[config.mk]
export PLATFORM = sky130hd
export DESIGN_NAME = circuit_breaker_controller_unit
export DESIGN_NICKNAME = d
export VERILOG_FILES = /design/src/rtl/cbc_pkg.sv /design/src/rtl/circuit_breaker_controller_unit.sv /design/src/rtl/cbc_ctrl.sv /design/src/rtl/cbc_datapath.sv
export SDC_FILE = /design/constraint.sdc
export NUM_CORES = 2
export LEC_CHECK = 0
export BUFFER_PORTS_ARGS = -buffer_cell sky130_fd_sc_hd__clkbuf_2
export CAP_MARGIN = 20
export CORE_MARGIN = 4
export CORE_UTILIZATION = 35
export DETAILED_ROUTE_END_ITERATION = 12
export PLACE_DENSITY_LB_ADDON = 0.12
export SYNTH_ARGS = -nofsm -noshare
export SYNTH_HDL_FRONTEND = slang
export SYNTH_SLANG_ARGS = --single-unit
[constraint.sdc]
create_clock -name clk -period 11.8 [get_ports clk]
set_input_delay 2.36 -clock clk [delete_from_list [all_inputs] [get_ports clk]]
set_output_delay 2.36 -clock clk [all_outputs]
set_load 0.005 [all_outputs]
[src/rtl/cbc_pkg.sv]
// Shared types, codes and sizes of the circuit breaker controller.
`default_nettype none

package cbc_pkg;

    // Operation table size and entry index width
    localparam int OP_ENTRIES = 16;
    localparam int IDX_W = (OP_ENTRIES > 1) ? $clog2(OP_ENTRIES) : 1;

    // Configuration port
    localparam int CFG_IDX_W = 3;
    localparam int CFG_DATA_W = 32;
    localparam logic [CFG_IDX_W-1:0] CFG_FAILURE_LIMIT = 3'd0;
    localparam logic [CFG_IDX_W-1:0] CFG_SAMPLE_RATIO = 3'd1;
    localparam logic [CFG_IDX_W-1:0] CFG_COOLDOWN = 3'd2;
    localparam logic [CFG_IDX_W-1:0] CFG_AUTO_RECOVERY = 3'd3;

    // Configuration reset values
    localparam logic [15:0] FAILURE_LIMIT_RST = 16'd5;
    localparam logic [8:0] SAMPLE_RATIO_RST = 9'd26;
    localparam logic [31:0] COOLDOWN_RST = 32'd30000;
    localparam logic AUTO_RECOVERY_RST = 1'b1;

    typedef enum logic [2:0] {
        ACT_QUERY = 3'd0,
        ACT_SUCCESS = 3'd1,
        ACT_FAILURE = 3'd2,
        ACT_TICK = 3'd3,
        ACT_RESET = 3'd4,
        ACT_FORCE_OPEN = 3'd5,
        ACT_FORCE_CLOSE = 3'd6,
        ACT_CLEAR_ALL = 3'd7
    } cbc_action_t;

    typedef enum logic [1:0] {
        MODE_CLOSED = 2'd0,
        MODE_OPEN = 2'd1,
        MODE_HALF = 2'd2
    } cbc_mode_t;

    typedef struct packed {
        cbc_action_t action;
        logic [3:0] operation_id;
        logic [31:0] now_ms;
    } cbc_in_t;

    typedef struct packed {
        logic allowed;
        logic [1:0] breaker_state;
    } cbc_out_t;

    // One row of the operation table
    typedef struct packed {
        logic [31:0] total;
        logic [31:0] success;
        logic [15:0] streak;
        logic [31:0] fail_stamp;
        logic failed;
    } cbc_row_t;

    // Controller to datapath
    typedef struct packed {
        logic load;
        logic rd;
        logic scan;
        logic check;
        logic finish;
        logic [IDX_W-1:0] scan_idx;
    } cbc_cmd_t;

    // Datapath to controller
    typedef struct packed {
        logic is_tick;
        logic scan_ok;
        logic hit;
        logic out_free;
    } cbc_sts_t;

endpackage

`default_nettype wire

[src/rtl/circuit_breaker_controller_unit.sv]
// Top level of the circuit breaker controller: state machine plus datapath.
//
//  channel | direction | handshake            | payload
//  in      | to block  | in_valid / in_ready  | in_item (action, operation_id, now_ms)
//  out     | from block| out_valid / out_ready| out_item (allowed, breaker_state)
//  cfg     | to block  | cfg_valid / cfg_ready| cfg_index, cfg_data
//
// One item is worked on at a time; the table has a single read port.
// A query, success, failure or mode command passes through the read, execute and
// finish states; a recovery tick that does not scan skips the execute state.
// A recovery tick in open mode with auto-recovery scans the table, reading and
// checking one entry after another until the first cooled entry or the last one.
// Reset empties the table and closes the breaker at once; no clearing pass.
// A stalled result holds in the output register while the next item is accepted.
`default_nettype none

module circuit_breaker_controller_unit
    import cbc_pkg::*;
(
    input  wire logic                  clk,
    input  wire logic                  rst_n,
    input  wire logic                  in_valid,
    output logic                       in_ready,
    input  wire cbc_in_t               in_item,
    output logic                       out_valid,
    input  wire logic                  out_ready,
    output cbc_out_t                   out_item,
    input  wire logic                  cfg_valid,
    output logic                       cfg_ready,
    input  wire logic [CFG_IDX_W-1:0]  cfg_index,
    input  wire logic [CFG_DATA_W-1:0] cfg_data
);

    cbc_cmd_t cmd;
    cbc_sts_t sts;

    assign cfg_ready = 1'b1;

    cbc_ctrl u_ctrl (
        .clk      (clk),
        .rst_n    (rst_n),
        .in_valid (in_valid),
        .in_ready (in_ready),
        .sts      (sts),
        .cmd      (cmd)
    );

    cbc_datapath u_datapath (
        .clk       (clk),
        .rst_n     (rst_n),
        .in_item   (in_item),
        .cfg_valid (cfg_valid),
        .cfg_index (cfg_index),
        .cfg_data  (cfg_data),
        .out_ready (out_ready),
        .out_valid (out_valid),
        .out_item  (out_item),
        .cmd       (cmd),
        .sts       (sts)
    );

endmodule

`default_nettype wire

[src/rtl/cbc_ctrl.sv]
// Sequencing state machine of the circuit breaker controller.
`default_nettype none

module cbc_ctrl
    import cbc_pkg::*;
(
    input  wire logic     clk,
    input  wire logic     rst_n,
    input  wire logic     in_valid,
    output logic          in_ready,
    input  wire cbc_sts_t sts,
    output cbc_cmd_t      cmd
);

    typedef enum logic [2:0] {
        S_IDLE,
        S_READ,
        S_EXEC,
        S_SCAN_RD,
        S_SCAN_CK,
        S_FIN
    } state_t;

    state_t state_reg, state_next;
    logic [IDX_W-1:0] scan_idx_reg, scan_idx_next;
    logic scan_last;

    assign in_ready = (state_reg == S_IDLE);
    assign scan_last = (scan_idx_reg == IDX_W'(OP_ENTRIES - 1));

    always_comb
    begin
        state_next = state_reg;
        scan_idx_next = scan_idx_reg;
        cmd = '0;
        cmd.scan_idx = scan_idx_reg;
        case (state_reg)
            S_IDLE:
            begin
                if (in_valid)
                begin
                    cmd.load = 1'b1;
                    state_next = S_READ;
                end
            end
            S_READ:
            begin
                cmd.rd = 1'b1;
                if (sts.is_tick)
                begin
                    scan_idx_next = '0;
                    state_next = sts.scan_ok ? S_SCAN_RD : S_FIN;
                end
                else
                begin
                    state_next = S_EXEC;
                end
            end
            S_EXEC:
            begin
                state_next = S_FIN;
            end
            S_SCAN_RD:
            begin
                cmd.rd = 1'b1;
                cmd.scan = 1'b1;
                state_next = S_SCAN_CK;
            end
            S_SCAN_CK:
            begin
                cmd.check = 1'b1;
                // stop at the first cooled entry or after the last one
                if (sts.hit || scan_last)
                begin
                    state_next = S_FIN;
                end
                else
                begin
                    scan_idx_next = scan_idx_reg + 1'b1;
                    state_next = S_SCAN_RD;
                end
            end
            S_FIN:
            begin
                if (sts.out_free)
                begin
                    cmd.finish = 1'b1;
                    state_next = S_IDLE;
                end
            end
            default:
            begin
                state_next = S_IDLE;
            end
        endcase
    end

    always_ff @(posedge clk or negedge rst_n)
    begin
        if (!rst_n)
        begin
            state_reg <= S_IDLE;
            scan_idx_reg <= '0;
        end
        else
        begin
            state_reg <= state_next;
            scan_idx_reg <= scan_idx_next;
        end
    end

endmodule

`default_nettype wire

[src/rtl/cbc_datapath.sv]
// Operation table, breaker mode, configuration and result register.
`default_nettype none

module cbc_datapath
    import cbc_pkg::*;
(
    input  wire logic                  clk,
    input  wire logic                  rst_n,
    input  wire cbc_in_t               in_item,
    input  wire logic                  cfg_valid,
    input  wire logic [CFG_IDX_W-1:0]  cfg_index,
    input  wire logic [CFG_DATA_W-1:0] cfg_data,
    input  wire logic                  out_ready,
    output logic                       out_valid,
    output cbc_out_t                   out_item,
    input  wire cbc_cmd_t              cmd,
    output cbc_sts_t                   sts
);

    // Configuration
    logic [15:0] limit_reg;
    logic [8:0] ratio_reg;
    logic [31:0] cooldown_reg;
    logic auto_reg;

    // Item, mode and table flags
    cbc_in_t item_reg;
    cbc_mode_t mode_reg, mode_next;
    logic [OP_ENTRIES-1:0] valid_reg, valid_next;
    logic [OP_ENTRIES-1:0] streak_ok_reg, streak_ok_next;
    logic hit_reg;
    logic out_valid_reg;
    cbc_out_t out_item_reg;

    // Table memory and its registered read data
    cbc_row_t table_mem [OP_ENTRIES];
    cbc_row_t row_reg;
    logic row_valid_reg;
    logic row_streak_reg;

    logic id_ok;
    logic [IDX_W-1:0] item_idx;
    logic [IDX_W-1:0] rd_addr;
    logic rd_ok;

    logic [31:0] tot_eff;
    logic [31:0] suc_eff;
    logic [15:0] str_eff;
    logic [31:0] age;
    logic hit_now;

    logic [40:0] prod_reg;
    logic [32:0] recent_reg;
    logic [41:0] quota_sum;
    logic [33:0] quota;
    logic [33:0] quota_eff;
    logic half_admit;

    logic [31:0] tot_inc;
    logic [31:0] suc_inc;
    logic [15:0] str_inc;
    logic wr_en;
    cbc_row_t wr_row;
    logic allowed;

    assign id_ok = int'(item_reg.operation_id) < OP_ENTRIES;
    assign item_idx = IDX_W'(item_reg.operation_id);
    assign rd_addr = cmd.scan ? cmd.scan_idx : item_idx;
    assign rd_ok = cmd.scan || id_ok;

    always_ff @(posedge clk)
    begin
        if (wr_en)
        begin
            table_mem[item_idx] <= wr_row;
        end
        if (cmd.rd)
        begin
            row_reg <= table_mem[rd_addr];
        end
    end

    always_ff @(posedge clk or negedge rst_n)
    begin
        if (!rst_n)
        begin
            row_valid_reg <= 1'b0;
            row_streak_reg <= 1'b0;
        end
        else if (cmd.rd)
        begin
            row_valid_reg <= rd_ok && valid_reg[rd_addr];
            row_streak_reg <= rd_ok && streak_ok_reg[rd_addr];
        end
    end

    // An entry that is not valid reads as all zero; a cleared streak reads as zero
    assign tot_eff = row_valid_reg ? row_reg.total : 32'd0;
    assign suc_eff = row_valid_reg ? row_reg.success : 32'd0;
    assign str_eff = (row_valid_reg && row_streak_reg) ? row_reg.streak : 16'd0;

    assign age = item_reg.now_ms - row_reg.fail_stamp;
    assign hit_now = row_valid_reg && row_reg.failed &&
                     (item_reg.now_ms >= row_reg.fail_stamp) && (age >= cooldown_reg);

    // Half-open quota: product registered, rounding and compare in the next cycle
    always_ff @(posedge clk)
    begin
        prod_reg <= 41'(tot_eff) * 41'(ratio_reg);
        recent_reg <= 33'(suc_eff) + 33'(str_eff);
    end

    assign quota_sum = 42'(prod_reg) + 42'd255;
    assign quota = quota_sum[41:8];
    assign quota_eff = (quota == 34'd0) ? 34'd1 : quota;
    assign half_admit = 34'(recent_reg) < quota_eff;

    assign tot_inc = (tot_eff == 32'hFFFF_FFFF) ? tot_eff : tot_eff + 32'd1;
    assign suc_inc = (suc_eff == 32'hFFFF_FFFF) ? suc_eff : suc_eff + 32'd1;
    assign str_inc = (str_eff == 16'hFFFF) ? str_eff : str_eff + 16'd1;

    always_comb
    begin
        mode_next = mode_reg;
        valid_next = valid_reg;
        streak_ok_next = streak_ok_reg;
        wr_en = 1'b0;
        wr_row = '0;
        allowed = 1'b0;
        if (cmd.finish)
        begin
            case (item_reg.action)
                ACT_QUERY:
                begin
                    if (mode_reg == MODE_OPEN)
                    begin
                        allowed = 1'b0;
                    end
                    else if (mode_reg != MODE_HALF)
                    begin
                        allowed = 1'b1;
                    end
                    else if (!id_ok || !row_valid_reg)
                    begin
                        allowed = 1'b1;
                    end
                    else
                    begin
                        allowed = half_admit;
                    end
                end
                ACT_SUCCESS:
                begin
                    if (id_ok)
                    begin
                        wr_en = 1'b1;
                        wr_row.total = tot_inc;
                        wr_row.success = suc_inc;
                        wr_row.streak = 16'd0;
                        wr_row.fail_stamp = row_valid_reg ? row_reg.fail_stamp : 32'd0;
                        wr_row.failed = row_valid_reg && row_reg.failed;
                        valid_next[item_idx] = 1'b1;
                        streak_ok_next[item_idx] = 1'b1;
                    end
                end
                ACT_FAILURE:
                begin
                    if (id_ok)
                    begin
                        wr_en = 1'b1;
                        wr_row.total = tot_inc;
                        wr_row.success = suc_eff;
                        wr_row.streak = str_inc;
                        wr_row.fail_stamp = item_reg.now_ms;
                        wr_row.failed = 1'b1;
                        valid_next[item_idx] = 1'b1;
                        streak_ok_next[item_idx] = 1'b1;
                        if (str_inc >= limit_reg)
                        begin
                            mode_next = MODE_OPEN;
                        end
                    end
                end
                ACT_TICK:
                begin
                    if (hit_reg)
                    begin
                        mode_next = MODE_HALF;
                    end
                end
                ACT_RESET, ACT_FORCE_CLOSE:
                begin
                    mode_next = MODE_CLOSED;
                    streak_ok_next = '0;
                end
                ACT_FORCE_OPEN:
                begin
                    mode_next = MODE_OPEN;
                end
                ACT_CLEAR_ALL:
                begin
                    mode_next = MODE_CLOSED;
                    valid_next = '0;
                end
                default:
                begin
                    mode_next = mode_reg;
                end
            endcase
        end
    end

    always_ff @(posedge clk or negedge rst_n)
    begin
        if (!rst_n)
        begin
            limit_reg <= FAILURE_LIMIT_RST;
            ratio_reg <= SAMPLE_RATIO_RST;
            cooldown_reg <= COOLDOWN_RST;
            auto_reg <= AUTO_RECOVERY_RST;
            mode_reg <= MODE_CLOSED;
            valid_reg <= '0;
            streak_ok_reg <= '0;
            hit_reg <= 1'b0;
            out_valid_reg <= 1'b0;
        end
        else
        begin
            if (cfg_valid)
            begin
                case (cfg_index)
                    CFG_FAILURE_LIMIT: limit_reg <= cfg_data[15:0];
                    CFG_SAMPLE_RATIO: ratio_reg <= cfg_data[8:0];
                    CFG_COOLDOWN: cooldown_reg <= cfg_data;
                    CFG_AUTO_RECOVERY: auto_reg <= cfg_data[0];
                    default: limit_reg <= limit_reg;
                endcase
            end
            mode_reg <= mode_next;
            valid_reg <= valid_next;
            streak_ok_reg <= streak_ok_next;
            if (cmd.load)
            begin
                hit_reg <= 1'b0;
            end
            else if (cmd.check && hit_now)
            begin
                hit_reg <= 1'b1;
            end
            if (cmd.finish)
            begin
                out_valid_reg <= 1'b1;
            end
            else if (out_ready)
            begin
                out_valid_reg <= 1'b0;
            end
        end
    end

    always_ff @(posedge clk)
    begin
        if (cmd.load)
        begin
            item_reg <= in_item;
        end
        if (cmd.finish)
        begin
            out_item_reg.allowed <= allowed;
            out_item_reg.breaker_state <= 2'(mode_next);
        end
    end

    assign out_valid = out_valid_reg;
    assign out_item = out_item_reg;

    assign sts.is_tick = (item_reg.action == ACT_TICK);
    assign sts.scan_ok = (mode_reg == MODE_OPEN) && auto_reg;
    assign sts.hit = hit_now;
    assign sts.out_free = !out_valid_reg || out_ready;

endmodule

`default_nettype wire

**Word-level counts from Yosys, hierarchy flattened**

Memories as Yosys holds them, arrays and structs flattened. A register that Yosys moved wholly into a read port is not among the register bits.
Cells that the tools add are included.

- Memories: 1
- Flip-flop bits (word level): 219
- Bits of input ports: 79
- Bits in writable memories: 1808
- Output and inout port bits: 6
- Word-level logic and storage cells: 145

Memory list:

| memory | words | bits a word | rd ports | clocked after memory_dff | wr ports | line | source |
|---|---|---|---|---|---|---|---|
| u_datapath.table_mem | 16 | 113 | 1 | 1 | 1 | cbc_datapath.sv:36 | `cbc_row_t table_mem [OP_ENTRIES];` |

- Reduce and logical (&&, ||, !) cells: 32
- $lt $le $gt $ge: 7
- Equal/unequal tests: 25
- Mux-type cells: 49
- $add $sub $neg: 7
- Bitwise gates (word level): 3
- Multipliers: 1

Operator list:

| kind | number |
|---|---|
| $pmux 113 s2 | 1 |
| $mux 32 | 5 |
| $mux 113 | 1 |
| $add 32x1->32 const B | 2 |
| $eq 32x32->1 const B | 2 |
| $ge 32x32->1 | 2 |
| $pmux 16 s2 | 2 |
| $add 41x8->42 const B | 1 |
| $mul 32x9->41 | 1 |
| $logic_not 34->1 | 1 |
| $lt 33x34->1 | 1 |
| $mux 34 | 1 |
| $add 32x16->33 | 1 |
| $mux 16 | 2 |
| $or 16x16->16 | 2 |
| $sub 32x32->32 | 1 |
| $mux 1 | 20 |
| $eq 3x2->1 const B | 6 |
| $eq 3x3->1 const B | 6 |
| $pmux 3 s6 | 1 |
| $add 16x1->16 const B | 1 |
| $eq 16x16->1 const B | 1 |
| $ge 16x16->1 | 1 |
| $mux 3 | 5 |
| other kinds (23) | 57 |

**Longest topological paths before layout**

- Word-level depth: 8
- Depth in mapped cells: 29
- Mapped depth without buffers: 23

**Cells and area by module**

From an unflattened synthesis, not the netlist that was laid out.

- Cells, all modules: 5997
- Area total of the unflattened synthesis: 96436.2 µm²

By module, submodules not included:

| module | times used | area each (µm²) | cells each | seq. area each (µm²) |
|---|---|---|---|---|
| cbc_datapath | 1 | 95943.3 | 5946 | 62846.5 |
| cbc_ctrl | 1 | 481.7 | 49 | 175.2 |
| circuit_breaker_controller_unit | 1 | 11.3 | 2 | 0.0 |

**Worst setup path before layout**

OpenSTA, ideal clock, no wires.

- Path type: in2reg
- Start: input port out_ready
- End: memory u_datapath.table_mem[0][0] in the netlist's numbering (enable)
- Buffers on the path: 0
- Data arrival time: 11.528 ns
- Stages: 6
- Slack: -0.456 ns
- Required time: 11.072 ns
- Setup time: 0.728 ns
- Cells stage by stage: nand2b_1 -> nand3_1 -> nor3_1 -> nor2_1 -> or3_1 -> nor3_1

- Cells in the longest elaborated chain, start to end: 6

Ends and longest elaborated chain:

| element | line | source |
|---|---|---|
| start, declared | circuit_breaker_controller_unit.sv:26 | `input wire logic out_ready,` |
| $logic_or 1x1->1 | cbc_datapath.sv:280 | `assign sts.out_free = !out_valid_reg \|\| out_ready;` |
| $mux 1 | cbc_ctrl.sv:85 | `if (sts.out_free)` |
| $mux 1 | cbc_ctrl.sv:37 | `case (state_reg)` |
| $mux 1 | cbc_datapath.sv:130 | `if (cmd.finish)` |
| $mux 1 | cbc_datapath.sv:73 | `if (wr_en)` |
| $mux 1 (not written as such) | cbc_datapath.sv:75 | `table_mem[item_idx] <= wr_row;` |
| end, declared | cbc_datapath.sv:36 |  |

Every way passes these cells.

**Worst setup path in the final report**

- Start: register u_datapath.row_valid_reg
- End: register u_datapath.prod_reg[40]

- Cells in the longest elaborated chain, start to end: 2

Ends and longest elaborated chain:

| element | line | source |
|---|---|---|
| start, declared | cbc_datapath.sv:38 | `logic row_valid_reg;` |
| start signal, assigned | cbc_datapath.sv:92 | `row_valid_reg <= rd_ok && valid_reg[rd_addr];` |
| $mux 32 | cbc_datapath.sv:98 | `assign tot_eff = row_valid_reg ? row_reg.total : 32'd0;` |
| $mul 32x9->41 | cbc_datapath.sv:109 | `prod_reg <= 41'(tot_eff) * 41'(ratio_reg);` |
| end signal, assigned | cbc_datapath.sv:109 |  |
| end, declared | cbc_datapath.sv:52 | `logic [40:0] prod_reg;` |

Every way passes these cells.
A chain may end at the register's enable or synchronous reset.

==> reports/metrics.yaml <==
outcome:
  status: "complete, no violations"
yosys:
  synth_area_per_cell_um2: 16.0
  postSynthRegisterBits: 2140
  yosys.area.top_type: "edfxtp_1"
  synthAdderAreaFrac_pct: 6.98
  portion_of_netlist_area_occupied_by_mux_cells_pct: 11.1
  synth_top_family_by_area: "multiplexers"
  syn-cell-area_mm2: 0.0957
  synthesis.nets: 6447
  number_of_flops_mapped_to_enable_cells_by_yosys: 1963
  synth-compound-area-share_pct: 5.04
  synth-xor-area-share_pct: 1.41
  yosysSeqAreaShare_pct: 65.9
  synth_cells: 5962
  synth_flop_cell: "edfxtp_1"
  postSynth.asyncResetShare_pct: 4.81
  synth_cell_type_count: 74
  yosysWarnings: 0
  synthSimpleGateAreaFrac_pct: 6.94
  synth_top_area_share_pct: 61.6
  synth.area.top_cells: "edfxtp_1 (62%), mux4_2 (11%), fa_1 (4.5%), ha_1 (2.5%), nand2_1 (2.4%)"
hold_path:
  worst_hold_startpoint: "u_datapath.valid_reg[9]$_DFFE_PN0P_"
  timing.hold.worst.class: "flip-flop to flip-flop"
  worst_hold_path.num_cells: 1
  hold_end: "u_datapath.valid_reg[9]$_DFFE_PN0P_"
clock_tree:
  worst_skew_pair.late_latency_ps: 890
  cts_hold_buf: 0
  cts-buffers-inserted: 229
  clk_path_buf_depth: 3
  htree_levels: 4
  clockRootBuffer: "clkbuf_16"
  cts-resized-gates: 0
  tritoncts: "built"
  clkTransAtPathRegs_ps: 60
  number_of_buffers_inserted_by_post_cts_setup_repair: 0
  numClockSinks: 2140
place:
  buffer_ports.inserted: 83
  gpl.final_weighted_congestion: 0.845
  dp_cells: 9445
  placed_instance_area_mm2: 0.101
  dp_hpwl_um: 164000
floorplan:
  placementRows: 191
  io_pins: 85
  placeableCoreArea_mm2: 0.271
  die_area_mm2: 0.282
  floorplan.die.height_um: 531
  initial_core_util_pct: 35.2
  die_x_um: 531
power:
  peakVddDrop_mv: 0.157
  power.switching_mw: 7.42
  clock_power_share_pct: 32.2
  cellLeakagePower_nw: 33.9
  total_power_mw: 22.6
  power.share.combinational_pct: 26.6
  cell_internal_pwr_mw: 15.2
  power_per_cell_area_mw_per_mm2: 208
  switching_share_pct: 32.8
  power.sequential.fraction_pct: 41.2
timing:
  clock-skew-final_ps: 78.0
  tns_ps: 0
  post-route-min-period_ps: 7190
  worstMarginPinSlew_ps: 1160
  timing.max_slew.rel_slack_pct: 22.8
  timing.fmax_mhz: 139
  grt_setup_unrepaired: "false"
  report.final.slew_viol_count: 0
  final-setup-viol-count: 0
  final.period_utilization_pct: 60.9
  final-hold-violation-count: 0
critical_path:
  worst_r2r_startpoint: "u_datapath.row_valid_reg$_DFFE_PN0P_"
  path_class: "flip-flop to flip-flop"
  setup.worst_path.start_class: "flip-flop"
  r2r_depth: 21
  setup.worst_path.end_class: "flip-flop"
  critical_path.reg2reg.endpoint: "u_datapath.prod_reg[40]$_DFF_P_"
  timing.critical_path.fanout_max: 87
  arrival_ps: 7900
  setup.reg_to_reg.worst_slack_ps: 4610
  critPathRequiredTime_ps: 12510
global_routing:
  grt_use_total_pct: 19.0
  initial_antenna_violation_count: 11
  total_global_routing_overflow: 0
  via_count_of_the_first_global_routing_pass: 55200
  grt_max_degree: 104
  wire_length_of_the_first_global_routing_pass_um: 393000
cells_and_area:
  layout_cell_share_with_drive_strength_beyond_1_pct: 17.8
  final_nets: 6606
  area.growth.synth_to_final_pct: 13.6
  largest_register_ffs: 1808
  postLayoutCellArea_mm2: 0.109
  multi_input_comb_area_mm2: 0.0304
  layout.area.seq_mm2: 0.0630
  post_layout_nonfiller_instances: 9894
  fillCellCount: 24900
detailed_routing:
  drc_errors: 0
  average_wire_length_per_cell_after_detail_routing_um: 27.1
  dr_total_vias: 52900
  drt_pass1_iterations: 5
  route.detailed.vias_per_inst: 5.35
  routed_wirelength_um: 268000
  detail-route-antenna-nets: 0
  drt-initial-drc-count: 4699
flow_run:
  drv_cap: 0
-- power groups by stage --
stage	registers, mW	clock network [mW]	logic (mW)
detailed placement	9.48	0	6.13
finish	9.33	7.30	6.02
global route	9.37	7.82	6.72
floorplan	9.17	0	4.22
global placement	9.49	0	6.12
CTS	9.33	7.49	6.16
-- cell usage after synthesis (all sizes together) (76+ instances only) --
library cell	instances
buf	76
mux4	460
dfrtp	90
clkbuf	235
ha	193
nand2	623
a21oi	122
xnor2	95
a211oi	128
inv	342
and3	130
a31oi	129
edfxtp	1963
o21ai	144
fa	213
nor2	167
and2	178
-- cells in the final DEF, fill, tap and decap left out, types with 59 or more instances in the layout --
cell type,synthesis,layout
clkbuf_16,0,233
a31oi_1,129,129
buf_4,1,139
mux4_2,460,460
and3_1,130,129
edfxtp_1,1963,1963
nor2_1,167,154
clkbuf_2,0,82
fa_1,213,213
dfrtp_1,90,89
inv_1,342,342
and2_1,175,174
nand2_1,623,623
o21ai_0,143,137
xor2_1,59,59
a211oi_1,128,128
xnor2_1,95,95
dfxtp_1,74,74
nand3_1,72,72
a21oi_1,122,120
ha_1,193,193
-- cell type report --
cell class	count	area share (%)
antenna	6	0.0138
clock buffer	280	5.58
tap	3570	4.11
timing repair buffer	239	1.61
multi-input combinational	3169	28.0
inverter	342	1.18
sequential	2140	58.0
clock inverter	148	1.52
-- critical path: stages, from the launching register on --
cell and delay (ps):
dfrtp_4 910, buf_4 520, and2_1 420, nand2_1 130, fa_1 570, inv_1 60
fa_1 500, inv_1 50, fa_1 530, inv_1 50, fa_1 430, ha_1 340
a21o_1 190, a21oi_1 150, o21bai_1 100, a311o_1 390, o2111ai_1 300, a21oi_1 180
a311o_1 410, a311oi_1 380, a21oi_1 140, xnor2_1 140
-- logic make-up (layout without fill, tap and decap cells) --
| group | count (synthesis) | after routing |
|---|---|---|
| other | 1 | 7 |
| multiplexers | 485 | 485 |
| flip-flops | 2140 | 2140 |
| adder cells (fa/ha/maj) | 406 | 406 |
| AO/OA/AOI/OAI | 737 | 737 |
| AND/OR/NAND/NOR | 1386 | 1386 |
| XOR/XNOR | 154 | 154 |
| buffers and inverters | 653 | 1009 |
-- metal layers --
metal / vias up / global-route usage [%] / routed length, um / part of all wire, %
met1: 28300 / 27.7 / 125000 / 46
met3: 306 / 2.60 / 12400 / 4.6
li1: 23100 / - / - / -
met5: - / 0 / 7 / 0.0026
met4: 2 / 3.74 / 4710 / 1.8
met2: 1260 / 30.6 / 126000 / 47
-- how the worst max path moves through the flow --
| stage | start | endpoint | slack (ps) | cells after the start |
|---|---|---|---|---|
| global route | u_datapath.row_valid_reg$_DFFE_PN0P_ | u_datapath.prod_reg[40]$_DFF_P_ | 4220 | 21 |
| finish | u_datapath.row_valid_reg$_DFFE_PN0P_ | u_datapath.prod_reg[40]$_DFF_P_ | 4610 | 21 |
| detailed placement | out_ready | u_datapath.table_mem[13][26]$_DFFE_PP_ | 4550 | 10 |
| floorplan | out_ready | u_datapath.table_mem[3][0]$_DFFE_PP_ | 40 | 7 |
| CTS | u_datapath.row_valid_reg$_DFFE_PN0P_ | u_datapath.prod_reg[40]$_DFF_P_ | 4610 | 21 |
| global placement | out_ready | u_datapath.table_mem[14][88]$_DFFE_PP_ | 4100 | 13 |
-- per-stage QoR --
step           worst slack [ps]  utilization, %  hold WS (ps)
2_1_floorplan              36.3               -           459
3_5_place_dp               4550            37.1           475
3_3_place_gp               4100            37.1           469
6_report                   4610            40.0           487
4_1_cts                    4610            40.0           489
5_1_grt                    4220            40.0           513
No activity file was read; power rests on OpenSTA's default activity.
